**config.mk**
```make
export PLATFORM = sky130hd
export DESIGN_NAME = hsv_to_rgb_converter_unit
export DESIGN_NICKNAME = d
export VERILOG_FILES = /design/src/rtl/hsv2rgb_pkg.sv /design/src/rtl/hsv2rgb_sector.sv /design/src/rtl/hsv2rgb_level.sv /design/src/rtl/hsv_to_rgb_converter_unit.sv
export SDC_FILE = /design/constraint.sdc
export NUM_CORES = 2
export LEC_CHECK = 0
export BUFFER_PORTS_ARGS = -buffer_cell sky130_fd_sc_hd__buf_4
export CAP_MARGIN = 15
export CORE_ASPECT_RATIO = 1.75
export CORE_MARGIN = 2
export CORE_UTILIZATION = 65
export CTS_BUF_LIST = sky130_fd_sc_hd__clkbuf_8
export DETAILED_ROUTE_END_ITERATION = 7
export PLACE_DENSITY = 0.85
export SETUP_SLACK_MARGIN = 0.15
export SYNTH_ARGS = -nofsm -noshare
export SYNTH_HDL_FRONTEND = slang
export SYNTH_SLANG_ARGS = --single-unit
```
**constraint.sdc**
```tcl
create_clock -name clk -period 8.2 [get_ports clk]
set_clock_uncertainty 0.05 [all_clocks]
set_input_delay 0.41 -clock clk [delete_from_list [all_inputs] [get_ports clk]]
set_output_delay 0.41 -clock clk [all_outputs]
set_load 0.02 [all_outputs]
```
**src/rtl/hsv2rgb_pkg.sv**
```systemverilog
`timescale 1ns / 1ps
`default_nettype none
// ----------------------------------------------------------------------------
// hsv2rgb_pkg
// Shared types and fixed-point constants of the hsv to rgb converter.
// ----------------------------------------------------------------------------
package hsv2rgb_pkg;

  // channel and hue formats
  localparam int CHANNEL_BITS = 8;
  localparam int HUE_BITS     = 15;
  localparam int HUE_SECTOR   = 3840;   // 60 degrees in 1/64 degree units
  localparam int HUE_FULL     = 23040;  // 360 degrees
  localparam int SECTORS      = 6;
  localparam int SEC_BITS     = $clog2(SECTORS);
  localparam int REM_BITS     = $clog2(HUE_SECTOR);
  localparam int W_BITS       = $clog2(HUE_SECTOR + 1);

  // level arithmetic: level = floor((v*(DEN - s*w) + ofs) / DEN)
  localparam longint unsigned CHAN_MAX = (64'd1 << CHANNEL_BITS) - 64'd1;
  localparam longint unsigned DEN      = CHAN_MAX * HUE_SECTOR;
  localparam int              DEN_BITS = $clog2(DEN + 64'd1);
  localparam longint unsigned QT_OFS   = DEN / 2;
  localparam longint unsigned P_OFS    = (CHAN_MAX / 2) * HUE_SECTOR;
  localparam longint unsigned X_MAX    = CHAN_MAX * DEN + QT_OFS;
  localparam int              X_BITS   = $clog2(X_MAX + 64'd1);
  // truncated reciprocal, quotient estimate is low by at most one
  localparam longint unsigned RECIP      = (64'd1 << X_BITS) / DEN;
  localparam int              RECIP_BITS = $clog2(RECIP + 64'd1);
  localparam int              PROD_BITS  = X_BITS + RECIP_BITS;

  // stream widths, whole bytes
  localparam int IN_TDATA_BITS  = ((HUE_BITS + 2 * CHANNEL_BITS + 7) / 8) * 8;
  localparam int OUT_TDATA_BITS = ((3 * CHANNEL_BITS + 7) / 8) * 8;

  // hue sector, named by the color at its start
  typedef enum logic [SEC_BITS-1:0] {
    SEC_RED     = 3'd0,
    SEC_YELLOW  = 3'd1,
    SEC_GREEN   = 3'd2,
    SEC_CYAN    = 3'd3,
    SEC_BLUE    = 3'd4,
    SEC_MAGENTA = 3'd5
  } hsv2rgb_sec_t;

  // per-request control that rides beside the level lanes
  typedef struct packed {
    hsv2rgb_sec_t            sector;
    logic                    black;
    logic [CHANNEL_BITS-1:0] bri;
  } hsv2rgb_ctl_t;

  // stage load enables of a level lane
  typedef struct packed {
    logic s2;
    logic s3;
    logic s4;
    logic s5;
    logic s6;
  } hsv2rgb_ld_t;

endpackage
`default_nettype wire

```
**src/rtl/hsv2rgb_sector.sv**
```systemverilog
`timescale 1ns / 1ps
`default_nettype none
// ----------------------------------------------------------------------------
// hsv2rgb_sector
// First stage: folds a full turn to zero, flags hues beyond a turn, and
// splits the hue into a 60 degree sector and the remainder inside it.
// ----------------------------------------------------------------------------
module hsv2rgb_sector
  import hsv2rgb_pkg::*;
(
  input  wire logic                    clk,
  input  wire logic                    ld,
  input  wire logic [HUE_BITS-1:0]     hue,
  input  wire logic [CHANNEL_BITS-1:0] sat,
  input  wire logic [CHANNEL_BITS-1:0] bri,
  output hsv2rgb_ctl_t                 ctl_r,
  output logic [REM_BITS-1:0]          rem_r,
  output logic [CHANNEL_BITS-1:0]      sat_r
);

  logic [HUE_BITS-1:0] hue_eff;
  logic [HUE_BITS-1:0] base;
  logic [SEC_BITS-1:0] cnt;
  logic                over;
  hsv2rgb_ctl_t        ctl_nxt;
  logic [REM_BITS-1:0] rem_nxt;

  // full turn maps to zero, anything past it is black
  always_comb begin
    over    = (hue > HUE_BITS'(HUE_FULL));
    hue_eff = (hue == HUE_BITS'(HUE_FULL)) ? '0 : hue;
  end

  // sector by parallel threshold compares
  always_comb begin
    cnt  = '0;
    base = '0;
    for (int k = 1; k < SECTORS; k++) begin
      if (hue_eff >= HUE_BITS'(k * HUE_SECTOR)) begin
        cnt  = SEC_BITS'(k);
        base = HUE_BITS'(k * HUE_SECTOR);
      end
    end
  end

  always_comb begin
    rem_nxt        = REM_BITS'(hue_eff - base);
    ctl_nxt.sector = hsv2rgb_sec_t'(cnt);
    ctl_nxt.black  = over;
    ctl_nxt.bri    = bri;
  end

  always_ff @(posedge clk) begin
    if (ld) begin
      ctl_r <= ctl_nxt;
      rem_r <= rem_nxt;
      sat_r <= sat;
    end
  end

endmodule
`default_nettype wire

```
**src/rtl/hsv2rgb_level.sv**
```systemverilog
`timescale 1ns / 1ps
`default_nettype none
// ----------------------------------------------------------------------------
// hsv2rgb_level
// One level lane: forms v*(1 - s*w) in exact fixed point and rounds it to a
// channel code through a reciprocal multiply and a single correction step.
// ----------------------------------------------------------------------------
module hsv2rgb_level
  import hsv2rgb_pkg::*;
(
  input  wire logic                    clk,
  input  wire hsv2rgb_ld_t             ld,
  input  wire logic [CHANNEL_BITS-1:0] sat,
  input  wire logic [CHANNEL_BITS-1:0] bri,
  input  wire logic [W_BITS-1:0]       weight,
  input  wire logic [X_BITS-1:0]       ofs,
  output logic [CHANNEL_BITS-1:0]      level
);

  logic [DEN_BITS-1:0]     a_r;
  logic [CHANNEL_BITS-1:0] v2_r;
  logic [DEN_BITS-1:0]     d_r;
  logic [CHANNEL_BITS-1:0] v3_r;
  logic [X_BITS-1:0]       x_r;
  logic [X_BITS-1:0]       x5_r;
  logic [CHANNEL_BITS-1:0] q5_r;
  logic [X_BITS-1:0]       x6_r;
  logic [CHANNEL_BITS-1:0] q6_r;
  logic [X_BITS-1:0]       qd_r;
  logic [PROD_BITS-1:0]    prod;
  logic [X_BITS-1:0]       diff;

  // stage 2: s times hue weight
  always_ff @(posedge clk) begin
    if (ld.s2) begin
      a_r  <= DEN_BITS'(sat) * DEN_BITS'(weight);
      v2_r <= bri;
    end
  end

  // stage 3: one minus s*w, scaled by the denominator
  always_ff @(posedge clk) begin
    if (ld.s3) begin
      d_r  <= DEN_BITS'(DEN) - a_r;
      v3_r <= v2_r;
    end
  end

  // stage 4: numerator with rounding offset
  always_ff @(posedge clk) begin
    if (ld.s4) begin
      x_r <= X_BITS'(v3_r) * X_BITS'(d_r) + ofs;
    end
  end

  // stage 5: quotient estimate by reciprocal
  assign prod = PROD_BITS'(x_r) * PROD_BITS'(RECIP);

  always_ff @(posedge clk) begin
    if (ld.s5) begin
      q5_r <= prod[X_BITS +: CHANNEL_BITS];
      x5_r <= x_r;
    end
  end

  // stage 6: back-multiply the estimate
  always_ff @(posedge clk) begin
    if (ld.s6) begin
      qd_r <= X_BITS'(q5_r) * X_BITS'(DEN);
      q6_r <= q5_r;
      x6_r <= x5_r;
    end
  end

  // correction: the estimate is low by at most one
  always_comb begin
    diff  = x6_r - qd_r;
    level = (diff >= X_BITS'(DEN)) ? q6_r + CHANNEL_BITS'(1) : q6_r;
  end

endmodule
`default_nettype wire

```
**src/rtl/hsv_to_rgb_converter_unit.sv**
```systemverilog
`timescale 1ns / 1ps
`default_nettype none
// ----------------------------------------------------------------------------
// hsv_to_rgb_converter_unit
// Streaming hsv to rgb color converter, one color per clock while the output side accepts.
// ----------------------------------------------------------------------------
// The converter takes one request per clock when the output side is not
// stalled, and each request passes through the stages in order: one
// stage splits the hue into sector and remainder, five stages run three
// identical level lanes (p, q, t) through multiply, subtract, reciprocal
// divide and back-multiply, and the output register applies the rounding
// correction and the sector's channel order. The longest paths are the
// constant-reciprocal multiply and the back-multiply. Every stage has its
// own valid bit and only stalls when the stage after it is full, so bubbles
// are squeezed out and a new request is taken while a result waits.
// A hue of exactly 360 degrees (23040) is treated as 0; any larger hue
// returns black.
module hsv_to_rgb_converter_unit
  import hsv2rgb_pkg::*;
(
  input  wire logic                      clk,
  input  wire logic                      rst_n,
  input  wire logic                      in_tvalid,
  output logic                           in_tready,
  // hue[14:0], saturation[22:15], brightness[30:23], zero padding
  input  wire logic [IN_TDATA_BITS-1:0]  in_tdata,
  output logic                           out_tvalid,
  input  wire logic                      out_tready,
  // red[7:0], green[15:8], blue[23:16]
  output logic [OUT_TDATA_BITS-1:0]      out_tdata
);

  localparam int LAST = 6;

  logic [LAST:1]           valid_r;
  logic [LAST+1:1]         ld;
  hsv2rgb_ctl_t            ctl1;
  hsv2rgb_ctl_t            ctl_r [2:LAST];
  logic [REM_BITS-1:0]     rem1;
  logic [CHANNEL_BITS-1:0] sat1;
  hsv2rgb_ld_t             lane_ld;
  logic [W_BITS-1:0]       w_q;
  logic [W_BITS-1:0]       w_t;
  logic [CHANNEL_BITS-1:0] lvl_p;
  logic [CHANNEL_BITS-1:0] lvl_q;
  logic [CHANNEL_BITS-1:0] lvl_t;
  logic [CHANNEL_BITS-1:0] red_nxt;
  logic [CHANNEL_BITS-1:0] green_nxt;
  logic [CHANNEL_BITS-1:0] blue_nxt;
  logic [CHANNEL_BITS-1:0] red_r;
  logic [CHANNEL_BITS-1:0] green_r;
  logic [CHANNEL_BITS-1:0] blue_r;
  logic                    out_valid_r;

  // per-stage load: a stage moves when empty or when the next one moves
  always_comb begin
    ld[LAST+1] = !out_valid_r || out_tready;
    for (int k = LAST; k >= 1; k--) begin
      ld[k] = !valid_r[k] || ld[k+1];
    end
  end

  assign in_tready = ld[1];

  always_comb begin
    lane_ld.s2 = ld[2];
    lane_ld.s3 = ld[3];
    lane_ld.s4 = ld[4];
    lane_ld.s5 = ld[5];
    lane_ld.s6 = ld[6];
  end

  // valid chain
  always_ff @(posedge clk) begin
    if (!rst_n) begin
      valid_r     <= '0;
      out_valid_r <= 1'b0;
    end else begin
      if (ld[1]) begin
        valid_r[1] <= in_tvalid;
      end
      for (int k = 2; k <= LAST; k++) begin
        if (ld[k]) begin
          valid_r[k] <= valid_r[k-1];
        end
      end
      if (ld[LAST+1]) begin
        out_valid_r <= valid_r[LAST];
      end
    end
  end

  // stage 1: sector split
  hsv2rgb_sector u_sector (
    .clk   (clk),
    .ld    (ld[1]),
    .hue   (in_tdata[0 +: HUE_BITS]),
    .sat   (in_tdata[HUE_BITS +: CHANNEL_BITS]),
    .bri   (in_tdata[HUE_BITS + CHANNEL_BITS +: CHANNEL_BITS]),
    .ctl_r (ctl1),
    .rem_r (rem1),
    .sat_r (sat1)
  );

  // control delay line beside the lanes
  always_ff @(posedge clk) begin
    if (ld[2]) begin
      ctl_r[2] <= ctl1;
    end
    for (int k = 3; k <= LAST; k++) begin
      if (ld[k]) begin
        ctl_r[k] <= ctl_r[k-1];
      end
    end
  end

  // hue weights for q and t
  assign w_q = W_BITS'(rem1);
  assign w_t = W_BITS'(HUE_SECTOR) - W_BITS'(rem1);

  hsv2rgb_level u_level_p (
    .clk    (clk),
    .ld     (lane_ld),
    .sat    (sat1),
    .bri    (ctl1.bri),
    .weight (W_BITS'(HUE_SECTOR)),
    .ofs    (X_BITS'(P_OFS)),
    .level  (lvl_p)
  );

  hsv2rgb_level u_level_q (
    .clk    (clk),
    .ld     (lane_ld),
    .sat    (sat1),
    .bri    (ctl1.bri),
    .weight (w_q),
    .ofs    (X_BITS'(QT_OFS)),
    .level  (lvl_q)
  );

  hsv2rgb_level u_level_t (
    .clk    (clk),
    .ld     (lane_ld),
    .sat    (sat1),
    .bri    (ctl1.bri),
    .weight (w_t),
    .ofs    (X_BITS'(QT_OFS)),
    .level  (lvl_t)
  );

  // channel order by sector
  always_comb begin
    red_nxt   = '0;
    green_nxt = '0;
    blue_nxt  = '0;
    if (!ctl_r[LAST].black) begin
      case (ctl_r[LAST].sector)
        SEC_RED: begin
          red_nxt = ctl_r[LAST].bri; green_nxt = lvl_t; blue_nxt = lvl_p;
        end
        SEC_YELLOW: begin
          red_nxt = lvl_q; green_nxt = ctl_r[LAST].bri; blue_nxt = lvl_p;
        end
        SEC_GREEN: begin
          red_nxt = lvl_p; green_nxt = ctl_r[LAST].bri; blue_nxt = lvl_t;
        end
        SEC_CYAN: begin
          red_nxt = lvl_p; green_nxt = lvl_q; blue_nxt = ctl_r[LAST].bri;
        end
        SEC_BLUE: begin
          red_nxt = lvl_t; green_nxt = lvl_p; blue_nxt = ctl_r[LAST].bri;
        end
        default: begin
          red_nxt = ctl_r[LAST].bri; green_nxt = lvl_p; blue_nxt = lvl_q;
        end
      endcase
    end
  end

  // output register
  always_ff @(posedge clk) begin
    if (ld[LAST+1] && valid_r[LAST]) begin
      red_r   <= red_nxt;
      green_r <= green_nxt;
      blue_r  <= blue_nxt;
    end
  end

  assign out_tvalid = out_valid_r;

  always_comb begin
    out_tdata                                     = '0;
    out_tdata[0 +: CHANNEL_BITS]                  = red_r;
    out_tdata[CHANNEL_BITS +: CHANNEL_BITS]       = green_r;
    out_tdata[2 * CHANNEL_BITS +: CHANNEL_BITS]   = blue_r;
  end

  // input only backs up when the output is blocked
  a_stall_cause: assert property (@(posedge clk) disable iff (!rst_n)
    !in_tready |-> (out_tvalid && !out_tready))
    else $error("input stalled while output side is free");

  // input only backs up when every stage is full
  a_stall_full: assert property (@(posedge clk) disable iff (!rst_n)
    !in_tready |-> (&valid_r))
    else $error("input stalled with a bubble in the pipeline");

  // a result only appears from a filled last stage
  a_out_source: assert property (@(posedge clk) disable iff (!rst_n)
    $rose(out_tvalid) |-> $past(valid_r[LAST]))
    else $error("result appeared without a request in the last stage");

endmodule
`default_nettype wire

```
**Word level (Yosys, flattened, before mapping)**

Memories as Yosys holds them, arrays and structs flattened.
Index checks and enable logic that the tools add are counted.

- Muxes and demuxes: 26
- Eq/ne operators: 5
- $mul: 12
- Reduce and logical (&&, ||, !) cells: 21
- Order comparisons: 9
- Add/subtract/negate cells: 14

Operators with widths:

| operator | number |
|---|---|
| 28-bit by 8-bit multiplier with 35-bit output, second input constant | 3 |
| 28-bit by 19-bit adder with 28-bit output, second input constant | 3 |
| 28-bit by 20-bit >= comparator with 1-bit output, second input constant | 3 |
| 8-bit by 20-bit multiplier with 28-bit output | 3 |
| 28-bit subtractor | 3 |
| 8-bit one-hot mux with 3 select lines | 3 |
| 8-bit by 12-bit multiplier with 20-bit output, second input constant | 3 |
| 12-bit 2-to-1 mux | 5 |
| 20-bit subtractor, first input constant | 3 |
| 8-bit by 12-bit multiplier with 20-bit output | 2 |
| 15-bit by 14-bit >= comparator with 1-bit output, second input constant | 2 |
| 8-bit by 1-bit adder with 8-bit output, second input constant | 3 |
| 8-bit 2-to-1 mux | 3 |
| 15-bit equality test, second input constant | 1 |
| 15-bit by 12-bit >= comparator with 1-bit output, second input constant | 1 |
| 15-bit by 13-bit >= comparator with 1-bit output, second input constant | 1 |
| 15-bit >= comparator, second input constant | 1 |
| 15-bit > comparator, second input constant | 1 |
| 15-bit 2-to-1 mux | 1 |
| 8-bit by 4-bit multiplier with 12-bit output, second input constant | 1 |
| 1-bit 2-to-1 mux | 12 |
| 12-bit subtractor | 1 |
| 12-bit subtractor, first input constant | 1 |
| 2-bit OR reduction | 5 |
| 8 further kinds | 22 |

- Output and inout port bits: 26
- Input port bits: 36
- Bits in writable memories: 60
- Flip-flop bits (word level): 551
- Memories: 1

Memories:

| name | depth | width | rd ports | clocked after Yosys merged registers in | write ports | line | text |
|---|---|---|---|---|---|---|---|
| ctl_r | 5 | 12 | 5 | 0 | 5 | hsv_to_rgb_converter_unit.sv:38 | `hsv2rgb_ctl_t ctl_r [2:LAST];` |

**Depth between registers and ports, before layout**

- Depth after elaboration: 9
- Gate-level depth with buffers: 25

**By module**

A second synthesis with hierarchy kept.

- Cells, all modules: 6,005
- Area, all modules: 61,864.3 µm²

By module, submodules not included:

| module | area each (µm²) | instances | cells an instance |
|---|---|---|---|
| hsv2rgb_level (u_level_q) | 18,814.3 | 1 | 1,869 |
| hsv2rgb_level (u_level_p) | 18,810.5 | 1 | 1,864 |
| hsv2rgb_level (u_level_t) | 18,796.8 | 1 | 1,863 |
| hsv_to_rgb_converter_unit | 3,992.6 | 1 | 301 |
| hsv2rgb_sector | 1,450.1 | 1 | 108 |

**Worst setup path after synthesis**

Ideal clock, no wire load.

- Kind: reg-to-reg
- Start: register u_sector.rem_r[5]
- End: register u_level_t.a_r[18], data pin
- Setup time: 257 ps
- Arrival time: 5,389 ps
- Stages on the path, launching flop included: 22
- Slack: 2,504 ps
- Required time: 7,893 ps
- Period minus slack after synthesis: 5,696 ps
- Cells stage by stage: edfxtp_1 > clkbuf_1 > or4_1 > nor2_1 > xnor2_1 > nand2_1 > fa_1 > inv_1 > fa_1 > fa_1 > inv_1 > fa_1 > inv_1 > ha_1 > nor2b_1 > o21a_1 > o31a_1 > o41ai_1 > o21ai_0 > o21ai_0 > nand2_1 > xor2_1

- Cells in the longest elaborated chain, start to end: 2

Ends and longest elaborated chain:

| item | line | text |
|---|---|---|
| start, declared | hsv2rgb_sector.sv:17 | `output logic [REM_BITS-1:0] rem_r,` |
| start signal, assigned | hsv2rgb_sector.sv:56 | `rem_r <= rem_nxt;` |
| 12-bit subtractor | hsv_to_rgb_converter_unit.sv:119 | `assign w_t = W_BITS'(HUE_SECTOR) - W_BITS'(rem1);` |
| 8-bit by 12-bit multiplier with 20-bit output | hsv2rgb_level.sv:36 | `a_r <= DEN_BITS'(sat) * DEN_BITS'(weight);` |
| end signal, assigned | hsv2rgb_level.sv:36 |  |
| end, declared | hsv2rgb_level.sv:20 | `logic [DEN_BITS-1:0] a_r;` |

Every way passes these cells.
A chain may end at the register's enable or synchronous reset.

**Worst setup path after layout**

- Start: register u_sector.rem_r[1]
- End: register u_level_t.a_r[19], data pin

The elaborated chain is that of the path after synthesis.

==> impl_metrics.py <==
metrics = {
    "synthesis": {
        "yosysUniqueCellTypes": 80,
        "avgSynthCellArea_um2": 10.4,
        "synth_async_sr_flop_share_pct": 0,
        "netlist_area_mm2": 0.0521,
        "synth_xor_area_share_pct": 4.26,
        "synth_top_family_by_area": "adder cells",
        "syn_inst": 5026,
        "yosys.area_share.simple_pct": 11.5,
        "synth_adder_area_share_pct": 38.1,
        "synthMuxAreaShare_pct": 0.363,
        "ys.flop_type": "edfxtp_1",
        "ys_ff_latch": 516,
        "synth-edff-count": 509,
        "synth_seq_area_share_pct": 29.6,
        "synth_compound_area_share_pct": 7.48,
        "syn_nets": 6318,
        "ys_warn_count": 0,
    },
    "clock_network": {
        "cts_buffers": 78,
        "cts.sinks": 516,
        "htree_levels": 3,
        "clk_pin_slew_ns": 0.07,
        "cts_resized": 0,
        "cts_tree": "built",
        "clk_latency_ns": 0.77,
        "cts_root_buf": "clkbuf_8",
        "clockBufferDepth": 3,
    },
    "timing": {
        "setup_slack_ns": 1.50,
        "worst_hold_slack_ns": 0.0548,
        "rsz0062_at_grt": "no",
        "hold_viol_final": 0,
        "report.final.slew_viol_count": 0,
        "fin_tns_setup_ns": 0,
        "fin_crit_ns": 6.70,
        "slew_headroom_pct": 17.9,
        "finalSetupViolCount": 0,
        "fmax_mhz": 149,
        "period_share_pct": 81.7,
        "worst_slew_pin_slew_ns": 1.21,
    },
    "routing": {
        "viasPerCell": 5.71,
        "drt_iter0_markers": 1903,
        "post-route-drc-count": 0,
        "drtPass1Iterations": 5,
        "vias": 35600,
        "avgRoutedWirePerCell_um": 17.3,
        "ant_nets": 0,
        "drt_wl_total_um": 108000,
    },
    "place": {
        "place_hpwl_um": 84900,
        "pre_cts_ws_ns": 1.62,
        "portBuffers": 60,
        "place_congestion": 0.891,
    },
    "floorplanning": {
        "die_width_um": 218,
        "start_util_pct": 65.4,
        "io_pins": 62,
        "row_count": 137,
        "die_height_um": 378,
        "dieArea_mm2": 0.0825,
        "core-area_mm2": 0.0795,
    },
    "setup_path": {
        "cp_num_cells": 24,
        "cp-endpoint": "u_level_t.a_r[19]",
        "cp.required_ns": 8.62,
        "critical_path.slowest_cell": "o41ai_1",
        "path_cells": "inv_1, ha_1, xnor2_1, nand2_1, fa_1, fa_1, inv_1, ha_1, inv_1, fa_1, inv_1, ha_1, nor2b_1, o21ai_0, a21boi_0, o21ai_0, nand2b_1, a21o_1, nand2_1, a21oi_1, o41ai_1, o2111ai_1, a21oi_1, xnor2_1",
        "crit_start": "u_sector.rem_r[1]",
        "critical_path.most_common_cell": "inv_1",
        "rrSetupSlack_ns": 1.50,
        "slowest_delay_ns": 0.74,
        "cp_max_fo": 11,
        "crit_arrival_ns": 7.12,
        "reg2regPathDepth": 24,
        "end_kind": "flop",
        "cp_num_buf_inv": 4,
        "path_class": "reg2reg",
        "rr_endpoint": "u_level_t.a_r[19]",
        "cp-start-kind": "flop",
        "worstReg2RegStart": "u_sector.rem_r[1]",
        "path_delay_family": "adder cells",
    },
    "grt": {
        "grt_overflow": 0,
        "grt_usage_pct": 27.2,
        "grt_pass1_wl_um": 179000,
        "grt_pass1_vias": 38800,
        "antenna_found_initial": 1,
        "grt_max_degree": 88,
    },
    "status": {
        "status": "completed",
    },
    "cells_and_area": {
        "area_delta_synth_final_pct": 6.92,
        "largest_reg_flops": 46,
        "fin_util_pct": 70.0,
        "largest_registers": "ctl_r (46), u_level_t.x_r (28), u_level_q.x_r (27)",
        "final_common_cell": "inv_1",
        "drive_above_1_share_pct": 4.80,
        "final_nets": 6420,
        "mostFrequentLayoutCells": "inv_1, ha_1, fa_1, edfxtp_1, nand2_1",
        "max_flop_register": "ctl_r",
    },
    "job": {
        "drv_cap": 0,
    },
    "worst_hold_path": {
        "hold_path_class": "in2reg",
    },
}
[cell usage after synthesis, drive strengths merged (8+ instances only)]
cell type / n / area (µm²)
o211ai: 12 / 90.1
and3: 21 / 131
nor4: 15 / 109
o31ai: 9 / 67.6
xor2: 94 / 823
a21boi: 16 / 120
nand3b: 11 / 82.6
a21oi: 160 / 805
nor2: 181 / 679
nand4: 17 / 106
a211oi: 25 / 188
xnor2: 159 / 1390
fa: 551 / 11000
nand2b: 27 / 169
o21ai: 130 / 654
or3: 12 / 75.1
mux2: 9 / 109
o31a: 8 / 70.1
ha: 705 / 8820
a221oi: 8 / 70.1
o21a: 43 / 323
clkbuf: 99 / 372
o21bai: 22 / 165
nand2: 380 / 1430
inv: 1099 / 4130
mux2i: 8 / 80.1
a31o: 8 / 70.1
nor3: 51 / 255
nand3: 46 / 230
edfxtp: 509 / 15300
a31oi: 16 / 100
nor2b: 43 / 269
and2: 352 / 2200
o2111ai: 10 / 87.6
a21o: 54 / 405
[final cells by class]
class                           count  area [µm²]
Timing Repair Buffer              126        1030
Antenna cell                        1        2.50
Sequential cell                   516       15400
Inverter                         1099        4130
Clock inverter                     64         571
Clock buffer                       78        1070
Fill cell                        5476       23900
Multi-Input combinational cell   3307       32100
Tap cell                         1042        1300
[worst min-delay path by stage]
| stage | cells past startpoint | start | slack (ns) | end |
|---|---|---|---|---|
| 2_1_floorplan | 0 | u_sector.ctl_r[7] | 0.35 | ctl_r[0][31] |
| 3_3_place_gp | 0 | u_level_q.v2_r[1] | 0.35 | u_level_q.v3_r[1] |
| 3_5_place_dp | 0 | ctl_r[0][34] | 0.35 | ctl_r[0][46] |
| 4_1_cts | 3 | in_tdata[14] | 0.01 | u_sector.ctl_r[8] |
| 5_1_grt | 3 | in_tdata[13] | 0.02 | u_sector.ctl_r[10] |
| 6_report | 3 | in_tdata[13] | 0.05 | u_sector.ctl_r[10] |
[metrics by stage]
step	instance area, µm²	std cells
finish	55700	6233
CTS	55600	6231
global placement	53700	6060
detailed placement	53700	6060
floorplan	52100	5026
global route	55700	6233
[logic make-up (layout without fill, tap and decap cells)]
family | after synthesis | count (layout)
buffers and inverters | 1203 | 1367
muxes | 17 | 17
adders and majority gates | 1256 | 1256
AOI/OAI and AO/OA | 596 | 596
xor gates and xnor gates | 253 | 253
other | 0 | 1
and+or+nand+nor | 1185 | 1185
DFF | 516 | 516
[worst min-delay path: stages]
cell and delay, ns:
buf_4 0.12, a221oi_1 0.07, nor2_1 0.13
[routing by layer]
layer / wire length (µm) / global-route usage [%] / vias to the layer above
met2: 60000 / 52.7 / 1113
met3: 4510 / 3.69 / 445
met5: 0 / 0 / -
li1: - / - / 16500
met4: 6400 / 16.5 / 0
met1: 36900 / 26.9 / 17500
[repair_timing]
action / in CTS / in global routing
hold endpoints to repair: 31 / 0
hold buffers: 29 / 0
buffers inserted: 0 / 0
Power is left out: the tool's default activity adds up to more than one toggle a clock period on the data nets, which glitch-free logic cannot reach.
